**src/sv/time_ordered_event_queue_macros.svh**
```systemverilog
// ---------------------------------------------------------------------------
// Assertion macros for the time-ordered event queue
// Shorthand for clocked implication checks with synchronous reset disable.
// ---------------------------------------------------------------------------
`ifndef TIME_ORDERED_EVENT_QUEUE_MACROS_SVH
`define TIME_ORDERED_EVENT_QUEUE_MACROS_SVH

// Consequent must hold in the same cycle as the antecedent.
`define TEOQ_ASSERT_SAME(label, clk, rst, ante, cons, msg) \
  label: assert property (@(posedge clk) disable iff (rst) (ante) |-> (cons)) \
    else $error(msg);

// Consequent must hold in the cycle after the antecedent.
`define TEOQ_ASSERT_NEXT(label, clk, rst, ante, cons, msg) \
  label: assert property (@(posedge clk) disable iff (rst) (ante) |=> (cons)) \
    else $error(msg);

`endif

```
**src/sv/teoq_pkg.sv**
```systemverilog
// ---------------------------------------------------------------------------
// teoq_pkg
// Shared constants, codes and controller/datapath signal groups.
// ---------------------------------------------------------------------------
package teoq_pkg;

  localparam int QUEUE_DEPTH   = 64;
  localparam int TIME_BITS     = 48;
  localparam int ID_BITS       = 16;
  localparam int DELAY_BITS    = 32;
  localparam int OUT_TIME_BITS = 48;

  typedef enum logic {
    ACT_SCHEDULE = 1'b0,
    ACT_POP      = 1'b1
  } action_t;

  typedef enum logic [1:0] {
    ST_SCHEDULED = 2'd0,
    ST_POPPED    = 2'd1,
    ST_EMPTY     = 2'd2,
    ST_FULL      = 2'd3
  } status_t;

  // Commands from the controller to the datapath.
  typedef struct packed {
    logic accept;     // latch the incoming transaction and its due time
    logic init_scan;  // point the scan at the tail of the queue
    logic rd_scan;    // read the entry under the scan pointer
    logic rd_head;    // read the head entry
    logic shift;      // move the scanned entry one slot toward the tail
    logic put;        // write the new entry at the write pointer
    logic set_full;   // record a dropped event
    logic set_empty;  // record a pop on an empty queue
    logic pop;        // retire the head entry
    logic load_out;   // move the result into the output register
  } ctrl_cmd_t;

  // Status from the datapath to the controller.
  typedef struct packed {
    logic is_pop;
    logic is_full;
    logic is_empty;
    logic t_lt;       // new time earlier than the scanned entry
    logic last;       // scanned entry is the head
    logic out_free;
  } ctrl_sts_t;

endpackage

```
**src/sv/teoq_ctrl.sv**
```systemverilog
// ---------------------------------------------------------------------------
// teoq_ctrl
// Sequencer for schedule and pop transactions.
// ---------------------------------------------------------------------------
module teoq_ctrl (
  input  logic                  clk,
  input  logic                  rst,
  input  logic                  in_valid,
  output logic                  in_ready,
  input  teoq_pkg::ctrl_sts_t   sts,
  output teoq_pkg::ctrl_cmd_t   cmd
);

  typedef enum logic [2:0] {
    S_IDLE,
    S_DISPATCH,
    S_READ,
    S_CMP,
    S_PUT,
    S_POP_RD,
    S_POP,
    S_OUT
  } state_t;

  state_t state;
  state_t state_next;

  always_ff @(posedge clk) begin
    if (rst) begin
      state <= S_IDLE;
    end else begin
      state <= state_next;
    end
  end

  assign in_ready = (state == S_IDLE);

  always_comb begin
    cmd        = '0;
    state_next = state;
    unique case (state)
      S_IDLE: begin
        if (in_valid) begin
          cmd.accept = 1'b1;
          state_next = S_DISPATCH;
        end
      end
      S_DISPATCH: begin
        priority if (sts.is_pop && sts.is_empty) begin
          cmd.set_empty = 1'b1;
          state_next    = S_OUT;
        end else if (sts.is_pop) begin
          state_next = S_POP_RD;
        end else if (sts.is_full) begin
          cmd.set_full = 1'b1;
          state_next   = S_OUT;
        end else if (sts.is_empty) begin
          cmd.init_scan = 1'b1;
          state_next    = S_PUT;
        end else begin
          cmd.init_scan = 1'b1;
          state_next    = S_READ;
        end
      end
      S_READ: begin
        cmd.rd_scan = 1'b1;
        state_next  = S_CMP;
      end
      S_CMP: begin
        if (sts.t_lt) begin
          cmd.shift  = 1'b1;
          state_next = sts.last ? S_PUT : S_READ;
        end else begin
          state_next = S_PUT;
        end
      end
      S_PUT: begin
        cmd.put    = 1'b1;
        state_next = S_OUT;
      end
      S_POP_RD: begin
        cmd.rd_head = 1'b1;
        state_next  = S_POP;
      end
      S_POP: begin
        cmd.pop    = 1'b1;
        state_next = S_OUT;
      end
      S_OUT: begin
        if (sts.out_free) begin
          cmd.load_out = 1'b1;
          state_next   = S_IDLE;
        end
      end
      default: begin
        state_next = S_IDLE;
      end
    endcase
  end

endmodule

```
**config.mk**
```make
export PLATFORM = sky130hd
export DESIGN_NAME = teoq_ctrl
export DESIGN_NICKNAME = d
export VERILOG_FILES = /design/src/sv/time_ordered_event_queue_macros.svh /design/src/sv/teoq_pkg.sv /design/src/sv/teoq_ctrl.sv
export SDC_FILE = /design/constraint.sdc
export NUM_CORES = 1
export LEC_CHECK = 0
export BUFFER_PORTS_ARGS = -buffer_cell sky130_fd_sc_hd__clkbuf_2
export CAP_MARGIN = 20
export CORE_AREA = 2 2 39 41
export CTS_CLUSTER_SIZE = 20
export DETAILED_ROUTE_END_ITERATION = 8
export DIE_AREA = 0 0 41 43
export GPL_ROUTABILITY_DRIVEN = 1
export HOLD_SLACK_MARGIN = 0.03
export REMOVE_ABC_BUFFERS = 1
export SYNTH_ARGS = -nofsm -noshare
export SYNTH_HDL_FRONTEND = slang
export SYNTH_SLANG_ARGS = --single-unit
```
**constraint.sdc**
```tcl
create_clock -name clk -period 1.6 [get_ports clk]
set_input_delay 0.32 -clock clk [delete_from_list [all_inputs] [get_ports clk]]
set_output_delay 0.32 -clock clk [all_outputs]
set_load 0.05 [all_outputs]
```
# Yosys cells after proc, flatten, opt, wreduce, memory -nomap -nowiden
# Index checks and enable logic that the tools add are counted.
# totals
ff_bits	3
in_bits	9
word_cells	42
output_inout_bits	11
mem_count	0
ram_bits	0
rom_bits	0
latchBits	0
# classes
n_mux	28
n_reduce_logical	4
addsub	0
order_cmp	0
n_eq_ne	9
shift	0
bitwise	0
n_div	0
mul	0
# op_table
cell	count
3-bit 2-to-1 mux	8
3-bit case mux with 7 select lines	1
1-bit 2-to-1 mux	18
3-bit equality test, second input constant	4
3-bit by 2-bit equality test with 1-bit output, second input constant	2
2-bit != test, second input constant	2
3-bit by 1-bit equality test with 1-bit output, second input constant	1
3-bit zero test	1
2-bit 2-to-1 mux	1
2-bit AND reduction	1
2-bit OR reduction	1
1-bit logical AND	1

# Logic depth before layout (Yosys ltp)
# Gate-level depths: netlist (run 1).
# depth
depth_word	5
depth_mapped	4
depth_no_buf	3

# Worst setup path after synthesis (run 1)
# OpenSTA, ideal clock, no wires.
# synth_path
path_kind	reg2out
start	register state[2]
end	output port cmd[9] (netlist name)
n_path_buf	1
path_slack_ns	-0.835
arrival_ns	2.115
required_time_ns	1.280
stages_incl_launch_ff	4
path_cell_list	dfxtp_1 -> buf_2 -> nor3_1 -> and2_1
# synth_rtl
item	line	rtl
start, declared	teoq_ctrl.sv:25	state_t state;
start signal, assigned	teoq_ctrl.sv:32	state <= state_next;
end, declared	teoq_ctrl.sv:11	output teoq_pkg::ctrl_cmd_t cmd

==> results.toml, run 1 <==
[synthesis]
synth_area_leaders = "dfxtp_1 22%, nor3_1 15%, buf_6 4.2%"
synth_top_area_cell = "dfxtp_1"
synth_top_area_share = 0.222
synth_area_um2 = 270
ys_ff_latch = 3
synth_ff_type = "dfxtp_1"
yosysUniqueCellTypes = 22
synth_edf_count = 0
async_flop_share = 0
synthCells = 38
ys_top_cells_by_count = "8 x nor3_1, 3 x dfxtp_1, 3 x inv_1, 3 x nor2_1"
synth.most_common_cell = "nor3_1"
synth_area_per_cell_um2 = 7.11
yosys_warnings = 0
ys_seq_area_frac = 0.222

[clock_network]
cts_tree = "built"
clockBufferDepth = 2
clockRootBuffer = "clkbuf_4"
cts_buffers = 3
cts_sinks = 3
clk_pin_slew_worst_paths_ns = 0.04
clkLatencyLatePin_ns = 0.23
h-tree-depth = 1
cts_hold_buf = 0

[finish]
regMostFlops = "state"
ff_latch_area_um2 = 61.3
multi_input_area_um2 = 183
largest_register_ffs = 3
instances_no_fill = 77
n_antenna_cell = 0
final_area_um2 = 435
drive_above_1_share = 0.525
fin_nets = 71
areaGrowthSynthToFinish_pct = 61.1
top_regs = "state: 3 flops"
fillCellCount = 155

[sta]
finalClockSkew_ns = 0.000421
slew_violations = 0
finalHoldViolCount = 0
min_period_ns = 1.53
postLayoutSetupSlackWorst_ns = 0.0663
timing.fmax_mhz = 652
setup_viol = 0
fin_crit_sh = 0.959
rsz0062_at_grt = "yes"
worst_pin_slew_ns = 0.278
relSlewSlack = 0.816

[route]
drc = 0
routed_wl_um = 753
drtPass1Iterations = 4
highest_layer = "met3"
post_drt_wl_per_cell_um = 9.78
routed_via_density = 4.73
met3RoutedLength_um = 71
routedLengthMet1_um = 326
antenna_left = 0
vias = 364
drt_iter0_markers = 3
wl_met2_um = 355

[die]
rows = 14
coreArea_um2 = 1380
io_pins = 20
die_area_um2 = 1760
dieHeight_um = 43
die_x_um = 41
start_util = 0.195

[critical_path]
crit_path_max_fanout = 5
crit_arrival_ns = 1.21
crit_required_ns = 1.28
endpoint_kind = "output pin"
crit_type = "reg -> out"
worst_setup_path_start_kind = "flip-flop"

[power_and_ir_drop]
pwr-share-clk = 0.195
powerDensity_nw_per_um2 = 1550
internal_power_mw = 0.322
share_comb_of_total_power = 0.611
switchingPower_mw = 0.351
ir_worst_vdd_uv = 485
p_leak_nw = 0.211
seq_power_share = 0.194
p_sw_frac = 0.522

[outcome]
status = "finished clean"

[place]
gp_congestion = 0.760
dpl.cell_count = 73
portBuffers = 19
placed_area_um2 = 387
hpwl_um = 580
post-place-ws_ns = 0.114

[worst_hold_path]
hold_path_class = "in -> reg"

[global_route]
antenna_found_initial = 0
grt_pass1_wl_mm = 1.18
grt_usage = 0.100
grt_max_degree = 10
grt.overflow.total = 0
grt_pass1_vias = 316

[flow_run]
maxCapViolations = 0
worst max-delay path: stages, from the launching register on:
cell and delay, ns:
dfxtp_1 0.33, inv_2 0.10, nand3_2 0.12, nor3b_1 0.21, buf_4 0.23
per-stage QoR:
stage          hold WS [ns]  utilization  setup TNS (ns)  power, mW
6_report              0.326        0.315               0      0.674
3_3_place_gp          0.569        0.279               0      0.522
5_1_grt               0.337        0.315        -0.00475      0.725
2_1_floorplan         0.399            -           -3.45      0.405
3_5_place_dp          0.564        0.279               0      0.521
4_1_cts               0.320        0.307        -0.00149      0.667
kinds of logic (layout without fill, tap and decap cells):
logic type | Yosys count | count (layout) | share of synthesized area
DFF | 3 | 3 | 0.222
muxes | 1 | 1 | 0.0417
buffers and inverters | 6 | 29 | 0.120
AOI/OAI and AO/OA | 7 | 7 | 0.190
and+or+nand+nor | 21 | 21 | 0.426
cell type report:
type	count	share of cell area
tap	16	0.0460
clock buffer	4	0.0603
inverter	3	0.0259
timing repair buffer	22	0.307
sequential	3	0.141
multi-input combinational	29	0.420
per-layer routing:
layer | global-route usage | up-vias
met5 | 0 | -
met3 | 0.0314 | 0
met4 | 0.0800 | 0
met2 | 0.144 | 20
li1 | - | 189
met1 | 0.116 | 155
placed cells by master, fill, tap and decap left out:
master	n
o31ai_1	1
dfxtp_2	1
nand2_1	2
nand3b_1	1
or4_1	1
a31oi_1	1
nand2b_1	1
a31o_2	1
nor2_1	3
and4_2	1
clkbuf_1	1
dfxtp_1	2
and2_1	1
and3_1	1
a32o_1	1
clkbuf_4	4
clkbuf_2	11
inv_2	2
mux2_2	1
nor3b_1	1
buf_6	1
nand3_2	1
nor3_1	8
o21ai_0	2
o32ai_1	1
inv_1	1
buf_4	6
buf_2	3
power groups by stage:
stage          logic [mW]  registers [mW]  clock network [mW]
2_1_floorplan       0.267           0.139                   0
3_3_place_gp        0.397           0.125                   0
3_5_place_dp        0.396           0.126                   0
4_1_cts             0.402           0.129               0.136
5_1_grt             0.441           0.135               0.149
6_report            0.411           0.131               0.132
repair_timing:
| item | 4_1_cts | 5_1_grt |
|---|---|---|
| setup endpoints to repair | 5 | 8 |
| gates resized for setup | 5 | 15 |
| setup buffers | 0 | 0 |
| hold endpoints to repair | 0 | 0 |
path summary, 6_finish.rpt:
check             slack, ns        to  depth (start not counted)      from
hold / removal         0.33  state[2]                          2       rst
setup reg to reg       0.26  state[2]                          4  state[1]
hold reg to reg        0.59  state[0]                          2  state[0]
setup / recovery       0.07    cmd[3]                          4  state[2]
No activity file was read; power rests on OpenSTA's default activity.
==> run 2, diff against run 1 <==
Settings changed: ABC_AREA set to 1.
==> run 2 against run 1 <==
Sequential power grew 9.9%. Final cell count grew 22%. Synthesized area grew 4.6%. Non-clock buffer count shrank 1. Routed wire length grew 1.3%. Critical path depth shrank 1. Fmax grew 0.67%. Global-route usage is essentially flat. First-iteration DRC count grew to 3.3 times the previous value. Via count grew 10%. Register-to-register slack gained 0.36 ns.
==> results.toml, run 2 <==
[critical_path]
crit_arrival_ns = 1.20
crit_path_max_fanout = 8
critPathBufInv = 1
critPathTopFamily = "flip-flops"
crit_type = "reg -> out"
crit_required_ns = 1.28
slowest_stage = "dfxtp_4"
endpoint_kind = "output pin"
crit_chain = "nand2_1, nor3b_1, clkbuf_2"
worst_setup_path_start_kind = "flip-flop"
crit_path_max_incr_delay_ns = 0.37

[finish]
drive_above_1_share = 0.436
final_area_um2 = 487
fin_nets = 88
multi_input_area_um2 = 194
instances_no_fill = 94
largest_register_ffs = 3
ff_latch_area_um2 = 68.8
top_regs = "state: 3 flops"
utilization = 0.352
layout.cells.most_common = "nand2_1"
fillCellCount = 159
areaGrowthSynthToFinish_pct = 72.1
regMostFlops = "state"
n_antenna_cell = 0
most-common-layout-cells = "15 x nand2_1, 13 x clkbuf_2, 9 x inv_1"

[place]
portBuffers = 19
dpl.cell_count = 88
gp_congestion = 0.752
post-place-ws_ns = 0.0998
placed_area_um2 = 398
hpwl_um = 593

[synthesis]
synth.most_common_cell = "nand2_1"
synth_xor_xnor_area_share = 0
synth_area_leaders = "dfxtp_1 21%, nand2_1 20%, inv_1 13%"
async_flop_share = 0
ys_seq_area_frac = 0.212
yosysUniqueCellTypes = 14
ys_top_cells_by_count = "15 x nand2_1, 10 x inv_1, 6 x nor2_1, 5 x nor3_1, 4 x nand3_1"
ys_ff_latch = 3
synthSimpleGateAreaFrac = 0.593
synth_area_um2 = 283
synthAdderAreaFrac = 0
synth_top_area_share = 0.212
synth_top_family_by_area = "simple AND/OR/NAND/NOR gates"
synth_top_area_cell = "dfxtp_1"
synthMuxAreaShare = 0
synth_ff_type = "dfxtp_1"
synthCells = 53
synth_area_per_cell_um2 = 5.34
synth-compound-area-share = 0.0354
synth_edf_count = 0
yosys_warnings = 0

[sta]
finalHoldViolCount = 0
setup_viol = 0
timing.fmax_mhz = 656
hold_ws_ns = 0.250
slew_violations = 0
finalClockSkew_ns = 0.00343
worst_pin_slew_ns = 0.276
min_period_ns = 1.52
relSlewSlack = 0.816
postLayoutSetupSlackWorst_ns = 0.0765
fin_tns_setup_ns = 0
fin_crit_sh = 0.952

[die]
io_pins = 20
start_util = 0.204
die_area_um2 = 1760
dieHeight_um = 43
coreArea_um2 = 1380
rows = 14
die_x_um = 41

[global_route]
antenna_found_initial = 0
grt.overflow.total = 0
grt_pass1_vias = 332
grt_max_degree = 9
grt_usage = 0.100
grt_pass1_wl_mm = 1.23

[clock_network]
clk_pin_slew_worst_paths_ns = 0.04
cts_buffers = 3
cts_tree = "built"
clockRootBuffer = "clkbuf_4"
clkLatencyLatePin_ns = 0.23
h-tree-depth = 1
clockBufferDepth = 2
cts_sinks = 3

[route]
drc = 0
antenna_left = 0
drt_iter0_markers = 10
vias = 402
routed_via_density = 4.28
routed_wl_um = 763
drtPass1Iterations = 4
post_drt_wl_per_cell_um = 8.12

[power_and_ir_drop]
ir_worst_vdd_uv = 687
p_leak_nw = 0.280
power.total_mw = 0.748
powerDensity_nw_per_um2 = 1540

[flow_run]
maxCapViolations = 0

[outcome]
status = "finished clean"

[worst_hold_path]
hold_path_class = "in -> reg"
run 2: cells by family (layout without fill, tap and decap cells):
kind of cell / Yosys count / in the layout
buffers and inverters: 12 / 37
flip-flops: 3 / 3
AO/OA/AOI/OAI: 2 / 2
AND/OR/NAND/NOR: 36 / 36
run 2: power breakdown:
group,internal [mW],switching [mW],total (mW)
sequential,0.109,0.0354,0.144
clock,0.0934,0.0382,0.132
combinational,0.145,0.327,0.472
run 2: what timing repair did:
item,in CTS,in global routing
pin swaps,1,1
setup buffers,2,0
cloned,0,0
resized for setup,8,15
setup endpoints to repair,7,6
hold buffers,0,0
run 2: final timing paths:
path	startpoint	to	slack, ns	cells past startpoint
worst max-delay path	state[0]	cmd[5]	0.08	3
worst min-delay path	rst	state[0]	0.25	2
worst max register to register	state[1]	state[2]	0.62	8
worst min register to register	state[1]	state[0]	0.59	2
run 2: area by class of cell:
| type | count | share of cell area |
|---|---|---|
| multi-input combinational | 38 | 0.398 |
| sequential | 3 | 0.141 |
| clock buffer | 4 | 0.0540 |
| tap | 16 | 0.0411 |
| timing repair buffer | 21 | 0.272 |
| inverter | 12 | 0.0925 |
run 2: worst reg2reg max path, stage by stage (launching register included):
cell     delay [ns]
dfxtp_2        0.35
inv_2          0.04
nand2_1        0.08
nor2_2         0.05
buf_4          0.13
nand2_1        0.05
nand4_1        0.07
nand2_1        0.07
inv_1          0.03
run 2: routing by layer:
layer | GRT usage | share of wire
met5 | 0 | 0
met4 | 0.0200 | 0
met3 | 0.0471 | 0.054
met2 | 0.147 | 0.48
met1 | 0.131 | 0.46
==> run 3, diff against run 2 <==
Settings changed: ABC_AREA 1 to unset, PLACE_DENSITY set to 0.51.
==> run 3 against run 2 <==
Core utilization fell by 2.2 points. Register-to-register slack got worse by 0.34 ns. Critical path type unchanged. Critical path depth did not move. Largest cell class unchanged. Clock-buffer cell count did not move. Flip-flop and latch count did not move.
==> results.toml, run 3 (synthesis results as in run 1) <==
[route]
drc = 0
drt_iter0_markers = 6
antenna_left = 0
vias = 366
routed_wl_um = 759
post_drt_wl_per_cell_um = 9.86
drtPass1Iterations = 4
routed_via_density = 4.75

[finish]
fin_nets = 71
regMostFlops = "state"
largest_register_ffs = 3
areaGrowthSynthToFinish_pct = 69.0
most-common-layout-cells = "10 x clkbuf_2, 6 x nor3_1, 6 x clkbuf_4"
final_area_um2 = 457
utilization = 0.330
n_antenna_cell = 0
layout.cells.most_common = "clkbuf_2"
drive_above_1_share = 0.590
top_regs = "state: 3 flops"

[clock_network]
clockRootBuffer = "clkbuf_4"
clk_pin_slew_worst_paths_ns = 0.04
cts_tree = "built"
clkLatencyLatePin_ns = 0.23
cts_hold_buf = 0
cts_buffers = 3
clockBufferDepth = 2
cts_sinks = 3
h-tree-depth = 1

[die]
coreArea_um2 = 1380
die_area_um2 = 1760
die_x_um = 41
start_util = 0.195
dieHeight_um = 43
rows = 14
io_pins = 20

[sta]
min_period_ns = 1.56
hold_ws_ns = 0.316
timing.fmax_mhz = 643
fin_crit_sh = 0.972
rsz0062_at_grt = "yes"
setup_viol = 0
finalClockSkew_ns = 0.00106
worst_pin_slew_ns = 0.275
finalHoldViolCount = 0
relSlewSlack = 0.817
slew_violations = 0

[outcome]
status = "finished clean"

[place]
hpwl_um = 563
placed_area_um2 = 387
portBuffers = 19
gp_congestion = 0.782

[critical_path]
r2r-start = "state[1]"
r2r_slack_ns = 0.28
crit_path_max_incr_delay_ns = 0.33
crit_arrival_ns = 1.24
crit_required_ns = 1.28
crit_type = "reg -> out"
worst_setup_path_start_kind = "flip-flop"
crit_chain = "buf_4, and4_2, buf_2"
slowest_stage = "dfxtp_1"
endpoint_kind = "output pin"
crit_path_max_fanout = 8
reg2regPathDepth = 4
reg2reg_to = "state[2]"

[worst_hold_path]
worstHoldEndpoint = "state[2]"
whs_path_depth = 2
hold_path.startpoint = "rst"
hold_path_class = "in -> reg"

[global_route]
antenna_found_initial = 0
grt_max_degree = 12
grt_pass1_vias = 302
grt_pass1_wl_mm = 1.15
grt.overflow.total = 0
grt_usage = 0.0952

[power_and_ir_drop]
power.total_mw = 0.690
p_leak_nw = 0.214
powerDensity_nw_per_um2 = 1510
ir_worst_vdd_uv = 452

[flow_run]
maxCapViolations = 0
run 3: cell types whose count changed in the layout (fill, tap and decap cells not counted), moves of 2 or more:
cell and delta:
nor2_1 -3, buf_2 +3, nand4_1 -2, nand2_1 -13, nor3_1 +3, nand3_1 -4
clkbuf_2 -3, inv_1 -8
run 3: through the flow:
| step | instances | setup TNS, ns | worst slack, ns |
|---|---|---|---|
| global route | 77 | -0.00284 | -0.00284 |
| CTS | 77 | 0 | 0.00208 |
| detailed placement | 73 | 0 | 0.0825 |
| global placement | 73 | 0 | 0.0990 |
| floorplan | 35 | -3.45 | -0.823 |
| finish | 77 | 0 | 0.0446 |
run 3: layout make-up:
cell class                      instances  area [um^2]
Multi-Input combinational cell         29          198
Sequential cell                         3         65.1
Clock buffer                            4         26.3
Fill cell                             155          927
Tap cell                               16         20.0
Timing Repair Buffer                   22          136
Inverter                                3         11.3
run 3: worst max-delay path by stage:
stage / cells after the start / start / to
2_1_floorplan: 2 / state[0] / cmd[9]
3_3_place_gp: 3 / state[0] / cmd[3]
3_5_place_dp: 3 / state[0] / cmd[3]
4_1_cts: 4 / state[0] / cmd[5]
5_1_grt: 3 / state[1] / cmd[0]
6_report: 3 / state[1] / cmd[0]
run 3: routing by layer:
metal	GRT usage	routed length, um	up-vias	share of wire
li1	-	-	190	-
met1	0.115	345	163	0.45
met2	0.138	369	13	0.49
met3	0.0314	44	0	0.058
met4	0.0600	0	0	0
met5	0	0	-	0
run 3: power breakdown:
group          switching, mW  internal [mW]  leakage [nW]
combinational          0.281          0.137         0.174
sequential            0.0386          0.104        0.0258
clock                 0.0364         0.0933        0.0150
total                  0.356          0.334         0.214
run 3: timing repair:
action,4_1_cts,5_1_grt
gates resized for setup,6,19
pin swaps,0,0
buffers inserted,0,0
setup endpoints to repair,7,8
run 3: critical path: cells and delay by family (launching register included):
| kind | cells | cell delay [ns] |
|---|---|---|
| buf+inv | 2 | 0.42 |
| simple gates | 1 | 0.25 |
| flops | 1 | 0.33 |
